### src/hw/rtl/mse_pkg.sv
`default_nettype none
package mse_pkg;

	localparam int XLEN      = 64;
	localparam int ADDR_W    = 32;
	localparam int INSTR_W   = 32;
	localparam int REG_COUNT = 32;
	localparam int REG_IDX_W = 5;
	localparam int OUT_W     = 112;

	localparam logic [ADDR_W-1:0] START_RESET    = 32'hBFC0_0000;
	localparam logic [ADDR_W-1:0] SYSCALL_VECTOR = 32'h8000_0180;

	// primary opcodes
	localparam logic [5:0] OP_SPECIAL = 6'h00;
	localparam logic [5:0] OP_BNE     = 6'h05;
	localparam logic [5:0] OP_ADDIU   = 6'h09;
	localparam logic [5:0] OP_LUI     = 6'h0F;
	localparam logic [5:0] OP_SQ      = 6'h1F;

	// SPECIAL function codes
	localparam logic [5:0] FN_NOP     = 6'h00;
	localparam logic [5:0] FN_SYSCALL = 6'h0C;
	localparam logic [5:0] FN_SLTU    = 6'h2B;
	localparam logic [5:0] FN_DADDU   = 6'h2D;

	typedef struct packed {
		logic [ADDR_W-1:0]    next_address;
		logic                 reg_written;
		logic [REG_IDX_W-1:0] dest_index;
		logic [XLEN-1:0]      written_value;
		logic                 branch_taken;
		logic                 syscall_raised;
		logic                 unknown_opcode;
	} res_t;

endpackage
`default_nettype wire

### src/hw/rtl/mse_ram.sv
`default_nettype none
module mse_ram #(
	parameter int WIDTH = 64,
	parameter int DEPTH = 32
) (
	input  wire logic                     clk,
	input  wire logic                     we,
	input  wire logic [$clog2(DEPTH)-1:0] waddr,
	input  wire logic [WIDTH-1:0]         wdata,
	input  wire logic                     re,
	input  wire logic [$clog2(DEPTH)-1:0] raddr,
	output      logic [WIDTH-1:0]         rdata
);

	logic [WIDTH-1:0] mem [DEPTH];

	always_ff @(posedge clk) begin
		if (we) begin
			mem[waddr] <= wdata;
		end
		if (re) begin
			rdata <= mem[raddr];
		end
	end

endmodule
`default_nettype wire

### src/hw/rtl/mse_exec.sv
`default_nettype none
module mse_exec (
	input  wire logic [31:0]  instr,
	input  wire logic [63:0]  rs_val,
	input  wire logic [63:0]  rt_val,
	input  wire logic [31:0]  pc,
	output      mse_pkg::res_t res
);
	import mse_pkg::*;

	logic [5:0]           op;
	logic [5:0]           funct;
	logic [REG_IDX_W-1:0] rt;
	logic [REG_IDX_W-1:0] rd;
	logic [15:0]          imm;
	logic [31:0]          imm_sx;
	logic [31:0]          sum32;
	logic [31:0]          pc_inc;
	logic                 wr;
	logic [REG_IDX_W-1:0] dst;
	logic [XLEN-1:0]      val;

	assign op     = instr[31:26];
	assign rt     = instr[20:16];
	assign rd     = instr[15:11];
	assign imm    = instr[15:0];
	assign funct  = instr[5:0];
	assign imm_sx = {{16{imm[15]}}, imm};
	assign sum32  = rs_val[31:0] + imm_sx;
	assign pc_inc = pc + 32'd4;

	always_comb begin
		res = '0;
		res.next_address = pc_inc;
		wr  = 1'b0;
		dst = '0;
		val = '0;
		case (op)
			OP_SPECIAL: begin
				case (funct)
					FN_NOP: begin
					end
					FN_SYSCALL: begin
						res.next_address   = SYSCALL_VECTOR;
						res.syscall_raised = 1'b1;
					end
					FN_SLTU: begin
						wr  = 1'b1;
						dst = rd;
						val = {63'd0, (rs_val < rt_val)};
					end
					FN_DADDU: begin
						wr  = 1'b1;
						dst = rd;
						val = rs_val + rt_val;
					end
					default: begin
						res.unknown_opcode = 1'b1;
					end
				endcase
			end
			OP_ADDIU: begin
				wr  = 1'b1;
				dst = rt;
				val = {{32{sum32[31]}}, sum32};
			end
			OP_LUI: begin
				wr  = 1'b1;
				dst = rt;
				val = {{32{imm[15]}}, imm, 16'd0};
			end
			OP_SQ: begin
			end
			OP_BNE: begin
				if (rs_val != rt_val) begin
					res.next_address = pc_inc + {imm_sx[29:0], 2'b00};
					res.branch_taken = 1'b1;
				end
			end
			default: begin
				res.unknown_opcode = 1'b1;
			end
		endcase
		// drop writes to r0
		if (wr && dst != '0) begin
			res.reg_written   = 1'b1;
			res.dest_index    = dst;
			res.written_value = val;
		end
	end

endmodule
`default_nettype wire

### src/hw/rtl/mips64_subset_executor_top.sv
`default_nettype none
// Channel   | Direction | Payload
// ----------+-----------+--------------------------------------------------
// s_*       | in        | instruction request, tdata[31:0] instruction_word
// m_*       | out       | retire result, fields listed at m_tdata
// cfg_*     | in        | start_address write, reloads the program counter
//
// One instruction per cycle unless m_tready stalls it; execute, then output register.
// Register operands are read from two mirrored register-file RAMs at accept; the
// result is written back as the instruction leaves the execute stage, with a
// bypass for a write landing in the same cycle as the read.
// Reset clears the per-register valid bits (an unwritten register reads zero) and
// loads the program counter with 0xBFC00000. A stalled m_tready holds the execute
// stage and the input while the output register is full.
module mips64_subset_executor_top (
	input  wire logic                        clk,
	input  wire logic                        arst_n,
	input  wire logic                        s_tvalid,
	output      logic                        s_tready,
	input  wire logic [31:0]                 s_tdata,   // [31:0] instruction_word
	output      logic                        m_tvalid,
	input  wire logic                        m_tready,
	// [31:0] next_address, [32] reg_written, [37:33] dest_index,
	// [101:38] written_value, [102] branch_taken, [103] syscall_raised,
	// [104] unknown_opcode, [111:105] zero
	output      logic [mse_pkg::OUT_W-1:0]   m_tdata,
	input  wire logic                        cfg_we,
	input  wire logic [31:0]                 cfg_wdata
);
	import mse_pkg::*;

	logic                 s_accept;
	logic [REG_IDX_W-1:0] rs_idx;
	logic [REG_IDX_W-1:0] rt_idx;
	logic [XLEN-1:0]      ram_a;
	logic [XLEN-1:0]      ram_b;

	logic                 valid_s1;
	logic [INSTR_W-1:0]   instr_s1;
	logic                 a_vld_s1;
	logic                 b_vld_s1;
	logic                 fwd_a_s1;
	logic                 fwd_b_s1;
	logic [XLEN-1:0]      fwd_val_s1;
	logic                 s1_adv;

	logic [REG_COUNT-1:0] valid_q;
	logic [ADDR_W-1:0]    pc_q;
	logic [XLEN-1:0]      op_a;
	logic [XLEN-1:0]      op_b;
	res_t                 res;
	res_t                 out_q;
	logic                 out_valid_q;
	logic                 wb_en;

	assign rs_idx   = s_tdata[25:21];
	assign rt_idx   = s_tdata[20:16];
	assign s1_adv   = valid_s1 & (~out_valid_q | m_tready);
	assign s_tready = ~valid_s1 | s1_adv;
	assign s_accept = s_tvalid & s_tready;
	assign wb_en    = s1_adv & res.reg_written;

	mse_ram #(.WIDTH(XLEN), .DEPTH(REG_COUNT)) u_rf_a (
		.clk   (clk),
		.we    (wb_en),
		.waddr (res.dest_index),
		.wdata (res.written_value),
		.re    (s_accept),
		.raddr (rs_idx),
		.rdata (ram_a)
	);

	mse_ram #(.WIDTH(XLEN), .DEPTH(REG_COUNT)) u_rf_b (
		.clk   (clk),
		.we    (wb_en),
		.waddr (res.dest_index),
		.wdata (res.written_value),
		.re    (s_accept),
		.raddr (rt_idx),
		.rdata (ram_b)
	);

	// bypass wins over the RAM, an unwritten register reads zero
	always_comb begin
		op_a = fwd_a_s1 ? fwd_val_s1 : (a_vld_s1 ? ram_a : '0);
		op_b = fwd_b_s1 ? fwd_val_s1 : (b_vld_s1 ? ram_b : '0);
	end

	mse_exec u_exec (
		.instr  (instr_s1),
		.rs_val (op_a),
		.rt_val (op_b),
		.pc     (pc_q),
		.res    (res)
	);

	always_ff @(posedge clk or negedge arst_n) begin
		if (!arst_n) begin
			valid_s1    <= 1'b0;
			valid_q     <= '0;
			pc_q        <= START_RESET;
			out_valid_q <= 1'b0;
		end else begin
			if (s_accept) begin
				valid_s1 <= 1'b1;
			end else if (s1_adv) begin
				valid_s1 <= 1'b0;
			end
			if (wb_en) begin
				valid_q[res.dest_index] <= 1'b1;
			end
			if (cfg_we) begin
				pc_q <= cfg_wdata;
			end else if (s1_adv) begin
				pc_q <= res.next_address;
			end
			if (s1_adv) begin
				out_valid_q <= 1'b1;
			end else if (m_tready) begin
				out_valid_q <= 1'b0;
			end
		end
	end

	always_ff @(posedge clk) begin
		if (s_accept) begin
			instr_s1   <= s_tdata;
			a_vld_s1   <= valid_q[rs_idx];
			b_vld_s1   <= valid_q[rt_idx];
			fwd_a_s1   <= wb_en && (res.dest_index == rs_idx);
			fwd_b_s1   <= wb_en && (res.dest_index == rt_idx);
			fwd_val_s1 <= res.written_value;
		end
		if (s1_adv) begin
			out_q <= res;
		end
	end

	assign m_tvalid = out_valid_q;
	assign m_tdata  = {7'd0, out_q.unknown_opcode, out_q.syscall_raised,
		out_q.branch_taken, out_q.written_value, out_q.dest_index,
		out_q.reg_written, out_q.next_address};

	a_r0_never_valid: assert property (@(posedge clk) disable iff (!arst_n)
		!valid_q[0])
		else $error("register zero marked as written");

	a_no_r0_write: assert property (@(posedge clk) disable iff (!arst_n)
		wb_en |-> res.dest_index != '0)
		else $error("write-back targets register zero");

	a_s1_holds: assert property (@(posedge clk) disable iff (!arst_n)
		(valid_s1 && !s1_adv) |=> (valid_s1 && $stable(instr_s1)))
		else $error("execute stage changed while stalled");

	a_no_write_clean: assert property (@(posedge clk) disable iff (!arst_n)
		(out_valid_q && !out_q.reg_written) |->
		(out_q.dest_index == '0 && out_q.written_value == '0))
		else $error("result without write carries a destination");

	a_pc_follows: assert property (@(posedge clk) disable iff (!arst_n)
		(s1_adv && !cfg_we) |=> pc_q == $past(res.next_address))
		else $error("program counter did not follow retired instruction");

endmodule
`default_nettype wire

### config.mk
export PLATFORM = sky130hd
export DESIGN_NAME = mips64_subset_executor_top
export DESIGN_NICKNAME = d
export VERILOG_FILES = /design/src/hw/rtl/mse_pkg.sv /design/src/hw/rtl/mse_ram.sv /design/src/hw/rtl/mse_exec.sv /design/src/hw/rtl/mips64_subset_executor_top.sv
export SDC_FILE = /design/constraint.sdc
export NUM_CORES = 2
export LEC_CHECK = 0
export CAP_MARGIN = 20
export CORE_ASPECT_RATIO = 1.5
export CORE_MARGIN = 2
export CORE_UTILIZATION = 40
export CTS_CLUSTER_DIAMETER = 30
export DETAILED_ROUTE_END_ITERATION = 10
export DONT_BUFFER_PORTS = 1
export SKIP_CTS_REPAIR_TIMING = 1
export SLEW_MARGIN = 20
export SYNTH_ARGS = -nofsm -noshare
export SYNTH_HDL_FRONTEND = slang
export SYNTH_HIERARCHICAL = 1
export SYNTH_SLANG_ARGS = --single-unit
### constraint.sdc
create_clock -name clk -period 7.8 [get_ports clk]
set_input_delay 0.78 -clock clk [delete_from_list [all_inputs] [get_ports clk]]
set_output_delay 0.78 -clock clk [all_outputs]
set_load 0.005 [all_outputs]
==> results summary <==
The critical path is of the register to register type. Timing would allow up to 149.0 MHz. The data required time of the worst path came out at 8700 ps. The met1 demand-to-capacity share in global routing came out at 28.72%.

After the flow finishes, the layout carries non-filler instances totaling 15320. The clock skew is 65.51 ps. The number of hold violations in the final report is 2. The final HPWL from detailed placement is 308600 µm. The count of mapped cells out of synthesis came out at 8493. The library cells used most frequently in the layout, excluding fill and tap cells, are sky130_fd_sc_hd__edfxtp_1, sky130_fd_sc_hd__mux4_2, sky130_fd_sc_hd__clkbuf_16. The die boundary width came out at 552.7 µm. The detailed-route wire length per cell came out at 36.03 µm.

The overall routing resource usage came out at 23.73%. The final reports fail on negative hold slack, max-slew violations. The met2 track demand over resource in global routing is 41.79%. The number of search-and-repair iterations in the first detailed-routing pass is 6. The final worst hold slack came out at -13.92 ps. The via count normalized by instance count came out at 6.065.

The fraction of power consumed by the clock network came out at 47.0%. The via count of the first global-routing pass came out at 94110. The most common cell after layout, fill and taps aside is sky130_fd_sc_hd__edfxtp_1.

The cell total after placement came out at 14250. The worst setup path is captured at a register. The placed cell area came out at 190300 µm².

The register share of total power is 48.8%. The period utilization is 86.06%. The switching part of the total power is 21.89%. Setup repair after global routing left no endpoint under its margin.

The switching power total is 11.90 mW. The routing usage on met3 came out at 3.754%. Setup violations remaining at the end of the flow were counted as 0. The time the worst path needs with I/O delays and setup came out at 6713 ps. The wire length of the first global-routing pass is 757800 µm. In this run the worst hold path is classified as input pin to register. The tree is rooted in a sky130_fd_sc_hd__clkbuf_16. The max-slew violation count is 161.

The antenna violation net count after detailed routing is 0. The worst-skew pair later-pin latency is 980 ps. The end-of-flow core utilization is 46.51%.

Along the worst path, the maximum fanout reaches 41. Input and output buffers added on the ports amount to 0. The worst setup path is launched from a register. In this run the power density over the cells is 259.6 nW/µm². Walking the worst path, the cells encountered are nor2b_4 > buf_16 > buf_4 > a22o_1 > ha_1 > nand4_1 > nor4_1 > nand4_1 > nor4_1 > or2_2 > buf_4 > clkinv_1 > nand2_1 > nand2_1 > mux2i_1 > o21ai_1 > dlygate4sd3_1. The post-synthesis area per instance is 21.27 µm². The flow ran to the end, but the final reports show violations. The first-iteration detailed-routing DRC count is 11570. The clock transition at the register clock pins on the worst setup and hold paths after CTS came out at 70 ps. The clock net in this run drives a total of 4490 sinks. Counting the buffers created by CTS gives 536. The pin slew with the least headroom to its limit came out at 1992 ps. The detailed-route via count came out at 92890. Fill cells in the final layout number 36970.

The number of placement rows came out at 302. The maximum VDD drop is 0.1861 mV. Total power for the finished layout comes to 54.38 mW. The leakage power is 77.00 nW. The top-level I/O count came out at 183. The final worst-path setup slack came out at 1087 ps.

The global-route congestion overflow total came out at 0. The number of warnings issued by yosys came out at 6. The layer flagged by global routing as most heavily used is met2. The final net count came out at 9199. The delay of the slowest cell on the worst path came out at 770 ps. The clock tree from TritonCTS is built. The internal cell power is 42.48 mW.

Once the floorplan was initialized, standard cells occupied 40.11% of the core. The number of buffers between clock root and the deepest sink came out at 4. The number of antenna violations at the first check in global routing is 48. The die extent in y is 827.0 µm. The H-tree was split into 6 levels. The critical path data arrival time came out at 7620 ps. In the routed design, unresolved DRC markers number 0. Relative to the synthesized area, the layout overhead comes to 15.98%. The max-cap check violation count is 0. In this run, the combinational gates consume 4.2% of the power. In this run the cell area of the synthesized design comes to 180600 µm².

The wire length after detailed routing came out at 551800 µm. The cell area after layout is 209500 µm². Entering global routing, the biggest net connects 406 pins. The slowest stage of the critical path is the sky130_fd_sc_hd__nor4_1 cell.

OpenSTA, run right after detailed placement, puts the worst setup slack at 1094 ps. The worst slew slack as a fraction of its limit is -32.80%. The global placement routability congestion is 0.9442. The core region is 450400 µm².

The setup total negative slack came out at 0 ps. The total die area came out at 457100 µm². The fraction of final layout cells sized beyond drive strength 1 is 28.65%.
==> per-layer routing <==
layer  vias up  share of wire (%)
li1      36680                  -
met1     50800                 36
met2      4339                 52
met3      1066                7.1
met4         6                5.1
met5         -             0.0082
==> critical path: cells and delay by family (launching register included) <==
family,cells,cell delay [ps]
AND/OR/NAND/NOR,8,3110
flip-flops,1,420
AO/OA/AOI/OAI,2,300
multiplexers,1,140
buffers and inverters,5,2240
adder cells (fa/ha/maj),1,370
==> path summary, 6_finish.rpt <==
check / from / to / cells after the start / slack, ps
hold reg to reg: valid_q[21]$_DFFE_PN0P_ / valid_q[21]$_DFFE_PN0P_ / 1 / 490
hold / removal: cfg_we / pc_q[18]$_DFFE_PN0P_ / 2 / -10
max in group asynchronous: arst_n / valid_q[27]$_DFFE_PN0P_ / 2 / 7110
setup reg to reg: fwd_a_s1$_DFFE_PP_ / pc_q[29]$_DFFE_PN1P_ / 17 / 1090
min in group asynchronous: arst_n / pc_q[9]$_DFFE_PN0P_ / 2 / 350
setup / recovery: fwd_a_s1$_DFFE_PP_ / pc_q[29]$_DFFE_PN1P_ / 17 / 1090
==> flip-flops by register name (all words and copies together) (netlist names), 27 cells and up <==
name,cells
u_rf_a/mem,2048
u_rf_b/mem,2048
m_tdata,105
fwd_val_s1,64
u_rf_a/rdata,64
u_rf_b/rdata,64
pc_q,32
valid_q,32
instr_s1,27
==> area by class of cell <==
class                      count  area [µm²]  share of cell area, %
clock buffer                 612       14090                  6.726
antenna                       23       57.56                0.02747
clock inverter               358        4193                  2.001
timing repair buffer         327        3935                  1.878
inverter                     154       598.1                 0.2855
tap                         5928        7417                  3.540
multi-input combinational   3424       44700                  21.34
sequential                  4490      134500                  64.21
==> power by group through the flow <==
stage               registers, mW  logic [mW]  clock network (mW)
finish                       26.5        2.29                25.6
global route                 26.5        2.41                26.8
CTS                          26.5        2.22                25.9
detailed placement           27.0        2.21                   0
global placement             27.0        2.07                   0
floorplan                    26.9        1.69                   0
Note: power is estimated with default switching activity, not from simulation.
